[src/sv/assert_macros.svh]
// assertion helpers used by the rtl top
`ifndef ASSERT_MACROS_SVH
`define ASSERT_MACROS_SVH

// property checked at every rising edge outside reset
`define JSU_ASSERT(label, prop) \
  label: assert property (@(posedge clk_i) disable iff (!rst_ni) (prop)) \
    else $error("jsu assertion failed");

// condition that must never hold outside reset
`define JSU_NEVER(label, cond) \
  `JSU_ASSERT(label, !(cond))

`endif

[src/sv/jsu_pkg.sv]
package jsu_pkg;

  // decoder phases
  typedef enum logic [3:0] {
    PH_TEXT    = 4'd0,
    PH_ESC     = 4'd1,
    PH_HEX1    = 4'd2,
    PH_WANT_BS = 4'd3,
    PH_WANT_U  = 4'd4,
    PH_HEX2    = 4'd5,
    PH_DONE    = 4'd6
  } phase_e;

  // result kinds
  typedef enum logic [1:0] {
    KIND_BYTE  = 2'd0,
    KIND_END   = 2'd1,
    KIND_ERROR = 2'd2
  } kind_e;

  // characters of interest
  localparam logic [7:0] CH_QUOTE  = 8'h22;
  localparam logic [7:0] CH_BSLASH = 8'h5C;
  localparam logic [7:0] CH_SLASH  = 8'h2F;
  localparam logic [7:0] CH_B      = 8'h62;
  localparam logic [7:0] CH_F      = 8'h66;
  localparam logic [7:0] CH_N      = 8'h6E;
  localparam logic [7:0] CH_R      = 8'h72;
  localparam logic [7:0] CH_T      = 8'h74;
  localparam logic [7:0] CH_U      = 8'h75;
  localparam logic [7:0] CTL_BS    = 8'h08;
  localparam logic [7:0] CTL_FF    = 8'h0C;
  localparam logic [7:0] CTL_LF    = 8'h0A;
  localparam logic [7:0] CTL_CR    = 8'h0D;
  localparam logic [7:0] CTL_TAB   = 8'h09;

  // surrogate tags in the top six bits of a code unit
  localparam logic [5:0] SURR_HIGH = 6'b110110;
  localparam logic [5:0] SURR_LOW  = 6'b110111;
  localparam logic [20:0] SUPP_BASE = 21'h10000;

  // command queue between front and back
  localparam int QUEUE_DEPTH = 2;
  localparam int QUEUE_PTR_W = $clog2(QUEUE_DEPTH);
  localparam int QUEUE_CNT_W = $clog2(QUEUE_DEPTH + 1);

  // one queued command: a single result or a code point to encode
  typedef struct packed {
    kind_e       kind;
    logic [1:0]  len_m1;
    logic [20:0] cp;
  } cmd_t;

  // front to queue
  typedef struct packed {
    logic valid;
    cmd_t cmd;
  } push_t;

  // queue to back
  typedef struct packed {
    logic valid;
    cmd_t cmd;
  } head_t;

  // hex digit decode: {ok, value}
  function automatic logic [4:0] hex_decode(input logic [7:0] c);
    logic [4:0] r;
    r = 5'd0;
    if (c >= 8'h30 && c <= 8'h39) begin
      r = {1'b1, 4'(c - 8'h30)};
    end else if (c >= 8'h61 && c <= 8'h66) begin
      r = {1'b1, 4'(c - 8'h57)};
    end else if (c >= 8'h41 && c <= 8'h46) begin
      r = {1'b1, 4'(c - 8'h37)};
    end
    return r;
  endfunction

  // utf-8 length minus one of a code point
  function automatic logic [1:0] utf8_len_m1(input logic [20:0] cp);
    logic [1:0] r;
    if (cp < 21'h80) begin
      r = 2'd0;
    end else if (cp < 21'h800) begin
      r = 2'd1;
    end else if (cp < 21'h10000) begin
      r = 2'd2;
    end else begin
      r = 2'd3;
    end
    return r;
  endfunction

  // byte number idx of a command's output sequence
  function automatic logic [7:0] utf8_byte(input cmd_t cmd, input logic [1:0] idx);
    logic [7:0] r;
    logic [1:0] rem;
    rem = cmd.len_m1 - idx;
    r = 8'd0;
    if (idx == 2'd0) begin
      unique case (cmd.len_m1)
        2'd0:    r = cmd.cp[7:0];
        2'd1:    r = {3'b110, cmd.cp[10:6]};
        2'd2:    r = {4'b1110, cmd.cp[15:12]};
        default: r = {5'b11110, cmd.cp[20:18]};
      endcase
    end else begin
      unique case (rem)
        2'd0:    r = {2'b10, cmd.cp[5:0]};
        2'd1:    r = {2'b10, cmd.cp[11:6]};
        2'd2:    r = {2'b10, cmd.cp[17:12]};
        default: r = 8'd0;
      endcase
    end
    return r;
  endfunction

endpackage

[src/sv/jsu_stream_if.sv]
// raw byte channel
interface jsu_in_if;
  logic       valid;
  logic       ready;
  logic [7:0] in_byte;
  logic       restart;

  modport source (output valid, output in_byte, output restart, input ready);
  modport sink (input valid, input in_byte, input restart, output ready);
endinterface

// decoded result channel
interface jsu_out_if;
  logic       valid;
  logic       ready;
  logic [7:0] out_byte;
  logic [1:0] kind;
  logic       last;

  modport source (output valid, output out_byte, output kind, output last, input ready);
  modport sink (input valid, input out_byte, input kind, input last, output ready);
endinterface

[src/sv/jsu_front.sv]
module jsu_front (
  input  logic           clk_i,
  input  logic           rst_ni,
  jsu_in_if.sink         in_i,
  input  logic           queue_full_i,
  output jsu_pkg::push_t push_o
);

  jsu_pkg::phase_e phase_q, phase_d, ph_eff;
  logic [1:0]  digit_q, digit_d, digit_eff;
  logic [15:0] code_q, code_d, code_eff;
  logic [15:0] high_q, high_d, high_eff;
  logic [4:0]  hx;
  logic [15:0] code_next;
  logic        digit_last;
  logic        is_low;
  logic        is_high;
  logic        accept;
  logic [20:0] pair_cp;
  logic [7:0]  c;

  // accept a request whenever the queue has room
  assign in_i.ready = !queue_full_i;
  assign accept     = in_i.valid && !queue_full_i;
  assign c          = in_i.in_byte;

  // restart clears the state seen by this request
  assign ph_eff    = in_i.restart ? jsu_pkg::PH_TEXT : phase_q;
  assign digit_eff = in_i.restart ? 2'd0 : digit_q;
  assign code_eff  = in_i.restart ? 16'd0 : code_q;
  assign high_eff  = in_i.restart ? 16'd0 : high_q;

  // hex digit gathering and surrogate classification
  assign hx         = jsu_pkg::hex_decode(c);
  assign code_next  = {code_eff[11:0], hx[3:0]};
  assign digit_last = (digit_eff == 2'd3);
  assign is_low     = (code_next[15:10] == jsu_pkg::SURR_LOW);
  assign is_high    = (code_next[15:10] == jsu_pkg::SURR_HIGH);
  assign pair_cp    = jsu_pkg::SUPP_BASE + {1'b0, high_eff[9:0], code_next[9:0]};

  // next state
  always_comb begin
    phase_d = ph_eff;
    digit_d = digit_eff;
    code_d  = code_eff;
    high_d  = high_eff;
    unique case (ph_eff)
      jsu_pkg::PH_TEXT: begin
        if (c == jsu_pkg::CH_QUOTE) begin
          phase_d = jsu_pkg::PH_DONE;
        end else if (c == jsu_pkg::CH_BSLASH) begin
          phase_d = jsu_pkg::PH_ESC;
        end
      end
      jsu_pkg::PH_ESC: begin
        unique case (c)
          jsu_pkg::CH_QUOTE, jsu_pkg::CH_BSLASH, jsu_pkg::CH_SLASH,
          jsu_pkg::CH_B, jsu_pkg::CH_F, jsu_pkg::CH_N,
          jsu_pkg::CH_R, jsu_pkg::CH_T: phase_d = jsu_pkg::PH_TEXT;
          jsu_pkg::CH_U: begin
            phase_d = jsu_pkg::PH_HEX1;
            digit_d = 2'd0;
            code_d  = 16'd0;
          end
          default: phase_d = jsu_pkg::PH_DONE;
        endcase
      end
      jsu_pkg::PH_HEX1, jsu_pkg::PH_HEX2: begin
        if (!hx[4]) begin
          phase_d = jsu_pkg::PH_DONE;
        end else begin
          code_d  = code_next;
          digit_d = digit_last ? 2'd0 : digit_eff + 2'd1;
          if (digit_last) begin
            if (ph_eff == jsu_pkg::PH_HEX1) begin
              if (is_low) begin
                phase_d = jsu_pkg::PH_DONE;
              end else if (is_high) begin
                high_d  = code_next;
                phase_d = jsu_pkg::PH_WANT_BS;
              end else begin
                phase_d = jsu_pkg::PH_TEXT;
              end
            end else begin
              phase_d = is_low ? jsu_pkg::PH_TEXT : jsu_pkg::PH_DONE;
            end
          end
        end
      end
      jsu_pkg::PH_WANT_BS: begin
        phase_d = (c == jsu_pkg::CH_BSLASH) ? jsu_pkg::PH_WANT_U : jsu_pkg::PH_DONE;
      end
      jsu_pkg::PH_WANT_U: begin
        if (c == jsu_pkg::CH_U) begin
          phase_d = jsu_pkg::PH_HEX2;
          digit_d = 2'd0;
          code_d  = 16'd0;
        end else begin
          phase_d = jsu_pkg::PH_DONE;
        end
      end
      default: phase_d = ph_eff;
    endcase
  end

  // command pushed to the queue
  always_comb begin
    push_o.valid      = 1'b0;
    push_o.cmd.kind   = jsu_pkg::KIND_BYTE;
    push_o.cmd.len_m1 = 2'd0;
    push_o.cmd.cp     = {13'd0, c};
    unique case (ph_eff)
      jsu_pkg::PH_TEXT: begin
        if (c == jsu_pkg::CH_QUOTE) begin
          push_o.valid    = 1'b1;
          push_o.cmd.kind = jsu_pkg::KIND_END;
          push_o.cmd.cp   = 21'd0;
        end else if (c != jsu_pkg::CH_BSLASH) begin
          push_o.valid = 1'b1;
        end
      end
      jsu_pkg::PH_ESC: begin
        push_o.valid = 1'b1;
        unique case (c)
          jsu_pkg::CH_QUOTE, jsu_pkg::CH_BSLASH, jsu_pkg::CH_SLASH: ;
          jsu_pkg::CH_B: push_o.cmd.cp = {13'd0, jsu_pkg::CTL_BS};
          jsu_pkg::CH_F: push_o.cmd.cp = {13'd0, jsu_pkg::CTL_FF};
          jsu_pkg::CH_N: push_o.cmd.cp = {13'd0, jsu_pkg::CTL_LF};
          jsu_pkg::CH_R: push_o.cmd.cp = {13'd0, jsu_pkg::CTL_CR};
          jsu_pkg::CH_T: push_o.cmd.cp = {13'd0, jsu_pkg::CTL_TAB};
          jsu_pkg::CH_U: push_o.valid = 1'b0;
          default: begin
            push_o.cmd.kind = jsu_pkg::KIND_ERROR;
            push_o.cmd.cp   = 21'd0;
          end
        endcase
      end
      jsu_pkg::PH_HEX1, jsu_pkg::PH_HEX2: begin
        if (!hx[4]) begin
          push_o.valid    = 1'b1;
          push_o.cmd.kind = jsu_pkg::KIND_ERROR;
          push_o.cmd.cp   = 21'd0;
        end else if (digit_last) begin
          push_o.valid = !(ph_eff == jsu_pkg::PH_HEX1 && is_high);
          if ((ph_eff == jsu_pkg::PH_HEX1) ? is_low : !is_low) begin
            push_o.cmd.kind = jsu_pkg::KIND_ERROR;
            push_o.cmd.cp   = 21'd0;
          end else if (ph_eff == jsu_pkg::PH_HEX1) begin
            push_o.cmd.cp     = {5'd0, code_next};
            push_o.cmd.len_m1 = jsu_pkg::utf8_len_m1({5'd0, code_next});
          end else begin
            push_o.cmd.cp     = pair_cp;
            push_o.cmd.len_m1 = jsu_pkg::utf8_len_m1(pair_cp);
          end
        end
      end
      jsu_pkg::PH_WANT_BS: begin
        if (c != jsu_pkg::CH_BSLASH) begin
          push_o.valid    = 1'b1;
          push_o.cmd.kind = jsu_pkg::KIND_ERROR;
          push_o.cmd.cp   = 21'd0;
        end
      end
      jsu_pkg::PH_WANT_U: begin
        if (c != jsu_pkg::CH_U) begin
          push_o.valid    = 1'b1;
          push_o.cmd.kind = jsu_pkg::KIND_ERROR;
          push_o.cmd.cp   = 21'd0;
        end
      end
      default: push_o.valid = 1'b0;
    endcase
    push_o.valid = push_o.valid && accept;
  end

  // decoder state registers
  always_ff @(posedge clk_i or negedge rst_ni) begin
    if (!rst_ni) begin
      phase_q <= jsu_pkg::PH_TEXT;
      digit_q <= 2'd0;
      code_q  <= 16'd0;
      high_q  <= 16'd0;
    end else if (accept) begin
      phase_q <= phase_d;
      digit_q <= digit_d;
      code_q  <= code_d;
      high_q  <= high_d;
    end
  end

endmodule

[src/sv/jsu_queue.sv]
module jsu_queue (
  input  logic           clk_i,
  input  logic           rst_ni,
  input  jsu_pkg::push_t push_i,
  output logic           full_o,
  output jsu_pkg::head_t head_o,
  input  logic           pop_i
);

  jsu_pkg::cmd_t mem_q [jsu_pkg::QUEUE_DEPTH];
  logic [jsu_pkg::QUEUE_PTR_W-1:0] wr_ptr_q, rd_ptr_q;
  logic [jsu_pkg::QUEUE_CNT_W-1:0] count_q;
  logic push;
  logic pop;

  assign full_o      = (count_q == jsu_pkg::QUEUE_CNT_W'(jsu_pkg::QUEUE_DEPTH));
  assign head_o.valid = (count_q != '0);
  assign head_o.cmd   = mem_q[rd_ptr_q];
  assign push        = push_i.valid && !full_o;
  assign pop         = pop_i && head_o.valid;

  // command storage
  always_ff @(posedge clk_i) begin
    if (push) begin
      mem_q[wr_ptr_q] <= push_i.cmd;
    end
  end

  // pointers and fill count
  always_ff @(posedge clk_i or negedge rst_ni) begin
    if (!rst_ni) begin
      wr_ptr_q <= '0;
      rd_ptr_q <= '0;
      count_q  <= '0;
    end else begin
      if (push) begin
        wr_ptr_q <= (wr_ptr_q == jsu_pkg::QUEUE_PTR_W'(jsu_pkg::QUEUE_DEPTH - 1))
                    ? '0 : wr_ptr_q + 1'b1;
      end
      if (pop) begin
        rd_ptr_q <= (rd_ptr_q == jsu_pkg::QUEUE_PTR_W'(jsu_pkg::QUEUE_DEPTH - 1))
                    ? '0 : rd_ptr_q + 1'b1;
      end
      if (push && !pop) begin
        count_q <= count_q + 1'b1;
      end else if (pop && !push) begin
        count_q <= count_q - 1'b1;
      end
    end
  end

endmodule

[src/sv/jsu_back.sv]
module jsu_back (
  input  logic           clk_i,
  input  logic           rst_ni,
  input  jsu_pkg::head_t head_i,
  output logic           pop_o,
  jsu_out_if.source      out_o
);

  logic [1:0] idx_q;
  logic       load;
  logic       at_last;
  logic       valid_q;
  logic [7:0] byte_q;
  logic [1:0] kind_q;
  logic       last_q;

  // load the output register when it is empty or being taken
  assign load    = head_i.valid && (!valid_q || out_o.ready);
  assign at_last = (idx_q == head_i.cmd.len_m1);
  assign pop_o   = load && at_last;

  assign out_o.valid    = valid_q;
  assign out_o.out_byte = byte_q;
  assign out_o.kind     = kind_q;
  assign out_o.last     = last_q;

  // output payload
  always_ff @(posedge clk_i) begin
    if (load) begin
      byte_q <= jsu_pkg::utf8_byte(head_i.cmd, idx_q);
      kind_q <= head_i.cmd.kind;
      last_q <= at_last;
    end
  end

  // byte position within the command and output valid
  always_ff @(posedge clk_i or negedge rst_ni) begin
    if (!rst_ni) begin
      idx_q   <= 2'd0;
      valid_q <= 1'b0;
    end else begin
      if (load) begin
        idx_q   <= at_last ? 2'd0 : idx_q + 2'd1;
        valid_q <= 1'b1;
      end else if (out_o.ready) begin
        valid_q <= 1'b0;
      end
    end
  end

endmodule

[src/sv/json_string_unescape.sv]
// json string unescape: one raw byte accepted per cycle when the command queue has room
// a byte's results pass through the command queue and then the output register, waiting in either under back-pressure
// throughput: one result per cycle while the output is ready; a \u escape giving n utf-8 bytes sends them in turn
// bytes that give no result (backslash, early hex digits) are accepted without pushing a command
// reset: asynchronous active low, clears decoder phase, queue pointers and output valid
module json_string_unescape (
  input  logic      clk_i,
  input  logic      rst_ni,
  jsu_in_if.sink    in_i,
  jsu_out_if.source out_o
);

  `include "assert_macros.svh"

  jsu_pkg::push_t push;
  jsu_pkg::head_t head;
  logic           queue_full;
  logic           pop;

  // front: accepts and classifies raw bytes
  jsu_front u_front (
    .clk_i        (clk_i),
    .rst_ni       (rst_ni),
    .in_i         (in_i),
    .queue_full_i (queue_full),
    .push_o       (push)
  );

  // command queue
  jsu_queue u_queue (
    .clk_i  (clk_i),
    .rst_ni (rst_ni),
    .push_i (push),
    .full_o (queue_full),
    .head_o (head),
    .pop_i  (pop)
  );

  // back: expands commands into result bytes
  jsu_back u_back (
    .clk_i  (clk_i),
    .rst_ni (rst_ni),
    .head_i (head),
    .pop_o  (pop),
    .out_o  (out_o)
  );

  // checks
  `JSU_NEVER(a_no_push_when_full, push.valid && queue_full)
  `JSU_ASSERT(a_end_error_single, (out_o.valid && out_o.kind != jsu_pkg::KIND_BYTE) |-> (out_o.last && out_o.out_byte == 8'd0))
  `JSU_ASSERT(a_out_from_queue, $rose(out_o.valid) |-> $past(head.valid))

endmodule

[src/flat_wrapper.sv]
// flat-port wrapper written by rule: the top's interface ports become plain ports
module json_string_unescape_flat 
  (clk_i, rst_ni, in_i_valid, in_i_in_byte, in_i_restart, in_i_ready, out_o_valid, out_o_out_byte, out_o_kind, out_o_last, out_o_ready);
  jsu_in_if in_i_i ();
  jsu_out_if out_o_i ();
  input  logic clk_i;
  input  logic rst_ni;
  input wire logic [$bits(in_i_i.valid)-1:0] in_i_valid;
  input wire logic [$bits(in_i_i.in_byte)-1:0] in_i_in_byte;
  input wire logic [$bits(in_i_i.restart)-1:0] in_i_restart;
  output wire logic [$bits(in_i_i.ready)-1:0] in_i_ready;
  output wire logic [$bits(out_o_i.valid)-1:0] out_o_valid;
  output wire logic [$bits(out_o_i.out_byte)-1:0] out_o_out_byte;
  output wire logic [$bits(out_o_i.kind)-1:0] out_o_kind;
  output wire logic [$bits(out_o_i.last)-1:0] out_o_last;
  input wire logic [$bits(out_o_i.ready)-1:0] out_o_ready;
  assign in_i_i.valid = in_i_valid;
  assign in_i_i.in_byte = in_i_in_byte;
  assign in_i_i.restart = in_i_restart;
  assign in_i_ready = in_i_i.ready;
  assign out_o_valid = out_o_i.valid;
  assign out_o_out_byte = out_o_i.out_byte;
  assign out_o_kind = out_o_i.kind;
  assign out_o_last = out_o_i.last;
  assign out_o_i.ready = out_o_ready;
  json_string_unescape u_core (.clk_i(clk_i), .rst_ni(rst_ni), .in_i(in_i_i), .out_o(out_o_i));
endmodule
[config.mk]
export PLATFORM = sky130hd
export DESIGN_NAME = json_string_unescape_flat
export DESIGN_NICKNAME = d
export VERILOG_FILES = /design/src/sv/jsu_pkg.sv /design/src/sv/jsu_stream_if.sv /design/src/sv/jsu_front.sv /design/src/sv/jsu_queue.sv /design/src/sv/jsu_back.sv /design/src/sv/json_string_unescape.sv /design/src/flat_wrapper.sv
export VERILOG_INCLUDE_DIRS = /design/src /design/src/sv
export SDC_FILE = /design/constraint.sdc
export NUM_CORES = 1
export LEC_CHECK = 0
export BUFFER_PORTS_ARGS = -buffer_cell sky130_fd_sc_hd__buf_2
export CORE_ASPECT_RATIO = 0.5
export CORE_UTILIZATION = 56
export CTS_CLUSTER_DIAMETER = 30
export DETAILED_ROUTE_END_ITERATION = 7
export PLACE_DENSITY = 0.77
export SETUP_SLACK_MARGIN = 0.3
export SLEW_MARGIN = 20
export SYNTH_ARGS = -nofsm -noshare
export SYNTH_HDL_FRONTEND = slang
export SYNTH_HIERARCHICAL = 1
export SYNTH_SLANG_ARGS = --single-unit
[constraint.sdc]
create_clock -name clk_i -period 3.3 [get_ports clk_i]
set_clock_uncertainty 0.1 [all_clocks]
set_input_delay 0.33 -clock clk_i [delete_from_list [all_inputs] [get_ports clk_i]]
set_output_delay 0.33 -clock clk_i [all_outputs]
set_load 0.05 [all_outputs]
# Yosys cells after proc, flatten, opt, wreduce, memory -nomap -nowiden

Memories as Yosys holds them, arrays and structs flattened.
Index checks and enable logic that the tools add are counted.

Order comparisons: 11
Reduce and logical (&&, ||, !) cells: 31
Multipliers: 0
Eq/ne operators: 25
Muxes and demuxes: 73
Bitwise logic cells: 0
Add/subtract/negate cells: 11
Div/mod/pow operators: 0
Shift-type cells: 0

Operators by type and width:

| operator                                                                             | count |
|---|---|
| 16-bit 2-to-1 mux                                                                    | 10 |
| 21-bit one-hot mux with 5 select lines                                               | 1 |
| 8-bit by 7-bit equality test with 1-bit output (second input constant)               | 7 |
| 8-bit one-hot mux with 3 select lines                                                | 2 |
| 8-bit one-hot mux with 6 select lines                                                | 1 |
| 21-bit 2-to-1 mux                                                                    | 2 |
| 2-bit 2-to-1 mux                                                                     | 19 |
| 8-bit 2-to-1 mux                                                                     | 4 |
| 16-bit one-hot mux with 2 select lines                                               | 1 |
| 26-bit 2-to-1 mux                                                                    | 1 |
| 4-bit 2-to-1 mux                                                                     | 6 |
| 23-bit 2-to-1 mux                                                                    | 1 |
| 17-bit by 20-bit adder with 21-bit output (first input constant)                     | 1 |
| 21-bit by 12-bit less-than comparator with 1-bit output (second input constant)      | 1 |
| 21-bit by 17-bit less-than comparator with 1-bit output (second input constant)      | 1 |
| 21-bit by 8-bit less-than comparator with 1-bit output (second input constant)       | 1 |
| 4-bit one-hot mux with 5 select lines                                                | 1 |
| 8-bit by 6-bit equality test with 1-bit output (second input constant)               | 2 |
| 8-bit by 7-bit greater-or-equal comparator with 1-bit output (second input constant) | 2 |
| 8-bit by 7-bit <= comparator with 1-bit output (second input constant)               | 2 |
| 16-bit by 12-bit less-than comparator with 1-bit output (second input constant)      | 1 |
| 16-bit by 8-bit less-than comparator with 1-bit output (second input constant)       | 1 |
| 8-bit by 7-bit != test with 1-bit output (second input constant)                     | 2 |
| 3-bit 2-to-1 mux                                                                     | 5 |
| 31 further kinds                                                                     | 76 |

Bits of input ports: 13
Output and inout bits: 13
Word-level logic and storage cells: 164
Memory bits (read-only): 0
Memory bits (writable): 50
Latch bits: 0
Memories: 1
Flip-flop bits (word level): 56

Memories:

| name                 | words | width | read ports | clocked after Yosys merged registers in | write ports | line            | RTL |
|---|---|---|---|---|---|---|---|
| u_core.u_queue.mem_q | 2     | 25    | 1          | 0                                       | 1           | jsu_queue.sv:10 | `jsu_pkg::cmd_t mem_q [jsu_pkg::QUEUE_DEPTH];` |

# Longest topological paths before layout

Gate-level depths: netlist (run 1).

Depth after elaboration: 21
Gate-level depth with buffers: 15
Gate-level depth less buffers: 13

# Modules after synthesis

Netlist (run 1), hierarchy kept.

Modules (own cells, without submodules):

| module    | cells each | area an instance (µm²) | sequential area each (µm²) | times used |
|---|---|---|---|---|
| jsu_front | 315        | 2469.9                 | 700.7                      | 1 |
| jsu_queue | 97         | 2105.8                 | 1601.5                     | 1 |
| jsu_back  | 82         | 899.6                  | 405.4                      | 1 |

# Least setup slack after synthesis (run 1)

Ideal clock, no wire load.

Path kind: input port to flip-flop
Start: in in_i_restart
End: mem u_core/u_queue/mem_q[0][0] (netlist name), enable pin
Path slack: -297 ps
Buffers on the path: 4
Data required time: 2793 ps
Cell stages on the path: 11
Arrival: 3091 ps
Setup time: 407 ps
Cells stage by stage: clkbuf_1 > clkbuf_1 > nor2b_1 > ha_1 > clkbuf_1 > clkbuf_1 > nor2b_1 > o21ai_0 > a31oi_1 > nand2_1 > nor2_1

RTL lines:

| what            | line               | RTL |
|---|---|---|
| start, declared | flat_wrapper.sv:10 | `input wire logic [$bits(in_i_i.restart)-1:0] in_i_restart;` |
| end, declared   | jsu_queue.sv:10    |  |

==> impl_metrics.json, run 1 <==
{
  "status": "complete, but fails checks",
  "violations": "negative hold slack",
  "finalSetupViolations": 0,
  "cp_max_fo": 8,
  "drt-initial-drc-count": 486,
  "grt_pass1_wl_mm": 20.0,
  "path_cells": "or3b_1 > or3_1 > buf_4 > xnor2_2 > nor3_1 > a221o_1",
  "clock-sinks": 96,
  "tightest_slew_ps": 853,
  "first_pass_iters": 5,
  "insertion_delay_ps": 340,
  "areaGrowthSynthToFinish_pct": 11.3,
  "power.density_mw_per_mm2": 823,
  "critPathRequiredTime_ps": 3270,
  "reg2regPathDepth": 6,
  "total_leakage_power_nw": 2.36,
  "hold_path_class": "primary input to async pin",
  "die_width_um": 142,
  "regToRegStartpoint": "u_core/u_front/phase_q[0]$_DFFE_PN0P_",
  "hold_ws_ps": -26.8,
  "fmax_mhz": 351,
  "nets": 546,
  "rr_endpoint": "u_core/u_queue/mem_q[0][6]$_DFFE_PP_",
  "synth-seq-cells": 96,
  "reg2reg_setup_slack_ps": 450,
  "critical_path_buf_inv_count": 1,
  "crit_path_start_kind": "flip-flop",
  "cts_root_buffer": "clkbuf_16",
  "fp-row-count": 25,
  "cp_top_family": "simple AND/OR/NAND/NOR gates",
  "grt_start_max_net_pins": 36,
  "grt_usage": 0.260,
  "drtAntennaViolNets": 0,
  "max_stage_delay_ps": 460,
  "synth.area.top_cells": "edfxtp_1, dfrtp_1, mux2_4",
  "drive_gt1_frac": 0.197,
  "start_util": 0.578,
  "yosysWarnings": 6,
  "fp.dieH_um": 71.9,
  "post_drt_via_cell_ratio": 6.28,
  "num_io_pins": 26,
  "globalplace.congestion": 0.939,
  "maxSlewHeadroom": 0.424,
  "synth.avg_cell_area_um2": 11.1,
  "post-dp-hpwl_mm": 9.12,
  "irDropWorstVdd_uv": 282,
  "cts-hold-fix-buffers": 0,
  "vias": 4137,
  "syn_nets": 521,
  "yosysUniqueCellTypes": 75,
  "portBuffers": 25,
  "drc_errors": 0,
  "post-route-period-util": 0.862,
  "tns_ps": 0,
  "crit_type": "flip-flop to flip-flop",
  "rsz0062_at_grt": "false",
  "yosysTopAreaCell": "edfxtp_1",
  "overflow": 0,
  "clkTransAtPathRegs_ps": 70,
  "maxCapViolCount": 0,
  "wirelength_mm": 12.4,
  "antenna_found_initial": 0,
  "cts_tree": "yes",
  "finalHoldViolCount": 33,
  "synth_edf_count": 61,
  "wl_per_cell_um": 18.8,
  "drv_slew": 0,
  "cts_buffers": 9,
  "ys_seq_area_frac": 0.495,
  "fin_crit_ps": 2850,
  "fin_cells": 659,
  "ys_async_sr_fraction": 0.365,
  "diodes": 0,
  "dieArea_mm2": 0.0102,
  "fillers": 734,
  "arrival_ps": 2810,
  "end_kind": "flip-flop",
  "grt_pass1_vias": 3840,
  "htree_levels": 3,
  "synth.top_cell.area_share": 0.335,
  "placed_cells": 641,
  "clk_path_buf_depth": 2,
  "syn_inst": 494,
  "synthesis.area_mm2": 0.00548,
  "core-area_mm2": 0.00948,
  "ys.flop_type": "edfxtp_1",
  "cpMaxStageDelayCell": "dfrtp_2"
}
## metal layers
| metal | GRT usage | vias to the layer above | share of wire |
|---|---|---|---|
| met5 | 0 | - | 0 |
| met4 | 0.0693 | 0 | 0.013 |
| met3 | 0.0719 | 21 | 0.080 |
| met2 | 0.391 | 191 | 0.43 |
| met1 | 0.373 | 2004 | 0.48 |
| li1 | - | 1921 | - |
## cells in the mapped netlist, drive strengths merged (5+ instances only)
| master | number |
|---|---|
| ha | 14 |
| inv | 26 |
| o21ai | 37 |
| a211oi | 5 |
| dfrtp | 35 |
| nor2b | 8 |
| nor2 | 28 |
| a22o | 12 |
| or2 | 5 |
| mux2i | 7 |
| o2bb2ai | 5 |
| buf | 12 |
| xor2 | 5 |
| a21oi | 13 |
| nor3b | 5 |
| nand2 | 35 |
| clkbuf | 14 |
| nand3 | 25 |
| xnor2 | 6 |
| a22oi | 8 |
| a31oi | 5 |
| nor3 | 16 |
| nand2b | 8 |
| mux2 | 27 |
| edfxtp | 61 |
## worst reg2reg max path, stage by stage (launching register included)
cell	delay, ps
dfrtp_2	460
or3b_1	450
or3_1	390
buf_4	200
xnor2_2	390
nor3_1	180
a221o_1	410
## layout by cell type (no fill, tap or decap), types with 7 or more instances in the layout
cell	Yosys	final
mux2_4	20	20
nor3_1	15	14
mux2_2	7	7
a21oi_1	13	13
nand3_1	25	25
inv_1	26	26
a22oi_1	8	8
nor2b_1	8	8
mux2i_1	7	7
buf_4	1	14
o21ai_1	11	12
buf_2	3	25
ha_1	14	14
edfxtp_1	61	61
nand2_1	34	33
nand2b_1	8	8
o21ai_0	25	24
nor2_1	28	27
dfrtp_1	35	33
a22o_1	12	12
clkbuf_16	0	9
## power by group
group / total, mW / internal, mW / switching [mW]
Combinational: 2.11 / 0.820 / 1.29
Clock: 1.15 / 0.695 / 0.453
Sequential: 1.76 / 1.65 / 0.112
Total: 5.02 / 3.17 / 1.85
## cells by family after synthesis
logic type | Yosys count | share of synthesized area
flops | 96 | 0.495
simple gates | 164 | 0.165
xor+xnor | 12 | 0.0231
buf+inv | 52 | 0.0484
mux | 34 | 0.0820
fa+ha+maj | 14 | 0.0320
compound gates | 122 | 0.155
## sequential cells by signal (all words and copies together) (netlist names)
signal and cells:
u_core/u_queue/mem_q 50, u_core/u_back/out_o.out_byte 8, u_core/u_queue/count_q 2, u_core/u_back/out_o.last 1, u_core/u_queue/rd_ptr_q 1, u_core/u_back/out_o.kind 2
u_core/u_front/code_q 12, u_core/u_front/high_q 10, u_core/u_back/idx_q 2, u_core/u_back/out_o.valid 1, u_core/u_front/phase_q 4, u_core/u_queue/wr_ptr_q 1
u_core/u_front/digit_q 2
## worst max path at each step
stage | to | slack (ps) | from | depth (start not counted)
after global routing | u_core/u_queue/mem_q[1][0]$_DFFE_PP_ | 340 | u_core/u_front/phase_q[0]$_DFFE_PN0P_ | 7
after detailed placement | u_core/u_queue/count_q[1]$_DFFE_PN0P_ | 300 | in_i_in_byte[4] | 12
after global placement | u_core/u_queue/count_q[1]$_DFFE_PN0P_ | 370 | in_i_in_byte[4] | 11
final | u_core/u_queue/mem_q[0][6]$_DFFE_PP_ | 450 | u_core/u_front/phase_q[0]$_DFFE_PN0P_ | 6
after floorplan | u_core/u_queue/mem_q[0][0]$_DFFE_PP_ | 370 | in_i_restart | 11
after CTS | u_core/u_queue/count_q[1]$_DFFE_PN0P_ | 340 | u_core/u_front/phase_q[0]$_DFFE_PN0P_ | 12
## what timing repair did
item	CTS	global route
gates resized for setup	0	7
endpoints found under the setup margin	0	39
buffers inserted	0	2
## layout make-up
class,instances,area [µm²],area share
clock buffer,10,239,0.0392
clock inverter,6,101,0.0166
inverter,26,97.6,0.0160
multi-input combinational,346,2530,0.415
sequential,96,2710,0.445
tap,135,169,0.0277
timing repair buffer,40,250,0.0411
## per-stage QoR
| step | area [µm²] | hold WS [ps] | util | setup WS, ps | power [mW] |
|---|---|---|---|---|---|
| floorplan | 5480 | -65.6 | - | 365 | 3.49 |
| global placement | 5720 | 359 | 0.604 | 368 | 3.82 |
| finish | 6100 | -26.8 | 0.643 | 454 | 5.02 |
| CTS | 6060 | 7.92 | 0.639 | 340 | 5.01 |
| global route | 6100 | 43.9 | 0.643 | 342 | 5.26 |
| detailed placement | 5720 | 369 | 0.604 | 295 | 3.86 |
No activity file was read; power rests on OpenSTA's default activity.
==> inputs of run 2 (changes only) <==
SYNTH_HIERARCHICAL = default   (was 1)
==> run 2 against run 1 <==
The run still ends with negative hold slack left. Critical path depth decreased by 1. Synthesized cell count increased by 2.0%. Area after synthesis increased by 0.98%. Combinational power increased by 4%. Cell area increased by 1.3%. Clock-buffer cell count decreased by 1. Critical path type unchanged. Critical endpoint is now u_core.u_queue.mem_q[1][4]$_DFFE_PP_.
==> impl_metrics.json, run 2 <==
{
  "status": "complete, but fails checks",
  "violations": "negative hold slack",
  "end_kind": "flip-flop",
  "fp-row-count": 25,
  "synthesis.area_mm2": 0.00553,
  "yosysTopAreaCell": "edfxtp_1",
  "post_drt_via_cell_ratio": 6.30,
  "grt_start_max_net_pins": 36,
  "max_stage_delay_ps": 560,
  "cts-hold-fix-buffers": 0,
  "diodes": 0,
  "finalHoldViolCount": 35,
  "insertion_delay_ps": 350,
  "cts_tree": "yes",
  "core-area_mm2": 0.00951,
  "top_regs": "u_core.u_queue.mem_q x50, u_core.u_front.code_q x12, u_core.u_front.high_q x10",
  "die_width_um": 143,
  "cp_max_fo": 11,
  "grt_pass1_vias": 3938,
  "post_cts_buffers": 0,
  "hold_ws_ps": -23.4,
  "finalWorstSetupSlack_ps": 396,
  "path_cells": "or3b_1 > or3_1 > xnor2_4 > nor2_2 > a221o_1",
  "post-route-util": 0.649,
  "synthTopCellsByCount": "edfxtp_1, nand2_1, nor2_1",
  "wirelength_mm": 13.0,
  "yosysWarnings": 0,
  "total_leakage_power_nw": 2.28,
  "arrival_ps": 2870,
  "synth.avg_cell_area_um2": 11.0,
  "rsz0062_at_grt": "false",
  "vias": 4197,
  "drive_gt1_frac": 0.200,
  "power.density_mw_per_mm2": 835,
  "synth.area.top_cells": "edfxtp_1, dfrtp_1, mux2_2",
  "syn_inst": 504,
  "fmax_mhz": 344,
  "cpMaxStageDelayCell": "or3_1",
  "final_cell_area_mm2": 0.00617,
  "drc_errors": 0,
  "nets": 553,
  "crit_path_start_kind": "flip-flop",
  "finalSetupViolations": 0,
  "crit_type": "flip-flop to flip-flop",
  "largest-register": "u_core.u_queue.mem_q",
  "post-route-period-util": 0.880,
  "areaGrowthSynthToFinish_pct": 11.6,
  "place_area_mm2": 0.00582,
  "first_pass_iters": 5,
  "drv_slew": 0,
  "start_util": 0.581,
  "tns_ps": 0,
  "grt_usage": 0.271,
  "synth.top_cell.area_share": 0.331,
  "dp_slack_ps": 35.5,
  "dieArea_mm2": 0.0103,
  "globalplace.congestion": 1.01,
  "clkTransAtPathRegs_ps": 70,
  "synth_edf_count": 61,
  "largest_reg_flops": 50,
  "cts_root_buffer": "clkbuf_16",
  "drtAntennaViolNets": 0,
  "num_io_pins": 26,
  "clk_path_buf_depth": 2,
  "maxSlewHeadroom": 0.455,
  "synth-seq-cells": 96,
  "fin_crit_ps": 2900,
  "syn_nets": 531,
  "ys_async_sr_fraction": 0.365,
  "cp_top_family": "simple AND/OR/NAND/NOR gates",
  "critical_path_buf_inv_count": 0,
  "tightest_slew_ps": 818,
  "ys.flop_type": "edfxtp_1",
  "layout_commonest_cell": "edfxtp_1",
  "post-dp-hpwl_mm": 9.43,
  "synth_most_common_cell": "edfxtp_1",
  "hold_path_class": "primary input to async pin",
  "maxCapViolCount": 0,
  "irDropWorstVdd_uv": 425,
  "overflow": 0,
  "fp.dieH_um": 72.3,
  "htree_levels": 3,
  "antenna_found_initial": 0,
  "wl_per_cell_um": 19.6,
  "cts_buffers": 9,
  "ys_seq_area_frac": 0.490,
  "layout_common_cells": "edfxtp_1, nand2_1, nor2_1",
  "grt_pass1_wl_mm": 20.8,
  "fillers": 738,
  "critPathRequiredTime_ps": 3270,
  "clock-sinks": 96,
  "yosysUniqueCellTypes": 74,
  "drt-initial-drc-count": 454,
  "portBuffers": 25
}
## run 2: cell types whose count changed after synthesis, moves of 5 or more
cell / previous run / this run
mux2_2: 7 / 19
nor2_1: 28 / 39
o21ai_1: 11 / 1
nand3_1: 25 / 7
nand2_1: 34 / 44
buf_2: 3 / 8
a21oi_1: 13 / 23
a21oi_2: 0 / 6
mux2_4: 20 / 0
mux2i_1: 7 / 18
inv_1: 26 / 11
## run 2: per-stage QoR
step,power [mW],std cells
finish,5.15,666
global route,5.40,666
CTS,5.13,666
detailed placement,3.97,650
global placement,3.93,650
floorplan,3.50,504
## run 2: timing repair
action / CTS / global route
endpoints found under the setup margin: 50 / 51
resized for setup: 1 / 2
hold endpoints to repair: 0 / 0
## run 2: cells by family (layout without fill, tap and decap cells)
| group | count (synthesis) | after routing | share of synthesized area |
|---|---|---|---|
| xor gates and xnor gates | 14 | 14 | 0.0281 |
| AOI/OAI and AO/OA | 130 | 130 | 0.173 |
| adders and majority gates | 14 | 14 | 0.0317 |
| muxes | 38 | 38 | 0.0754 |
| buffers and inverters | 36 | 63 | 0.0296 |
| and+or+nand+nor | 176 | 176 | 0.172 |
| DFF | 96 | 96 | 0.490 |
## run 2: path summary, 6_finish.rpt
kind | slack (ps) | startpoint | endpoint | cells past startpoint
max in group asynchronous | 2610 | rst_ni | u_core.u_queue.wr_ptr_q$_DFFE_PN0P_ | 1
min in group clk_i | 160 | out_o_ready | u_core.u_back.out_o.valid$_DFFE_PN0P_ | 3
min reg2reg | 380 | u_core.u_front.code_q[1]$_DFFE_PN0P_ | u_core.u_front.code_q[1]$_DFFE_PN0P_ | 2
min | -20 | rst_ni | u_core.u_front.high_q[8]$_DFFE_PN0P_ | 1
max reg2reg | 400 | u_core.u_front.phase_q[1]$_DFFE_PN0P_ | u_core.u_queue.mem_q[1][4]$_DFFE_PP_ | 5
max | 400 | u_core.u_front.phase_q[1]$_DFFE_PN0P_ | u_core.u_queue.mem_q[1][4]$_DFFE_PP_ | 5
## run 2: final cells by class
type                    count  area [µm²]  share of cell area
repair buffers             36         233              0.0377
well taps                 135         169              0.0274
flip-flops and latches     96        2710               0.439
clock buffers               9         225              0.0365
clock inverters             7         108              0.0174
inverters                  11        41.3             0.00669
multi-input cells         372        2690               0.436
## run 2: power breakdown
group,internal [mW],switching (mW)
Sequential,1.66,0.154
Combinational,0.826,1.36
Clock,0.681,0.471
Total,3.16,1.99
## run 2: routing by layer
layer / vias to the layer above / share of wire / GRT usage
li1: 1965 / - / -
met1: 1996 / 0.47 / 0.382
met2: 208 / 0.44 / 0.417
met3: 28 / 0.075 / 0.0680
met4: 0 / 0.018 / 0.0812
met5: - / 0 / 0
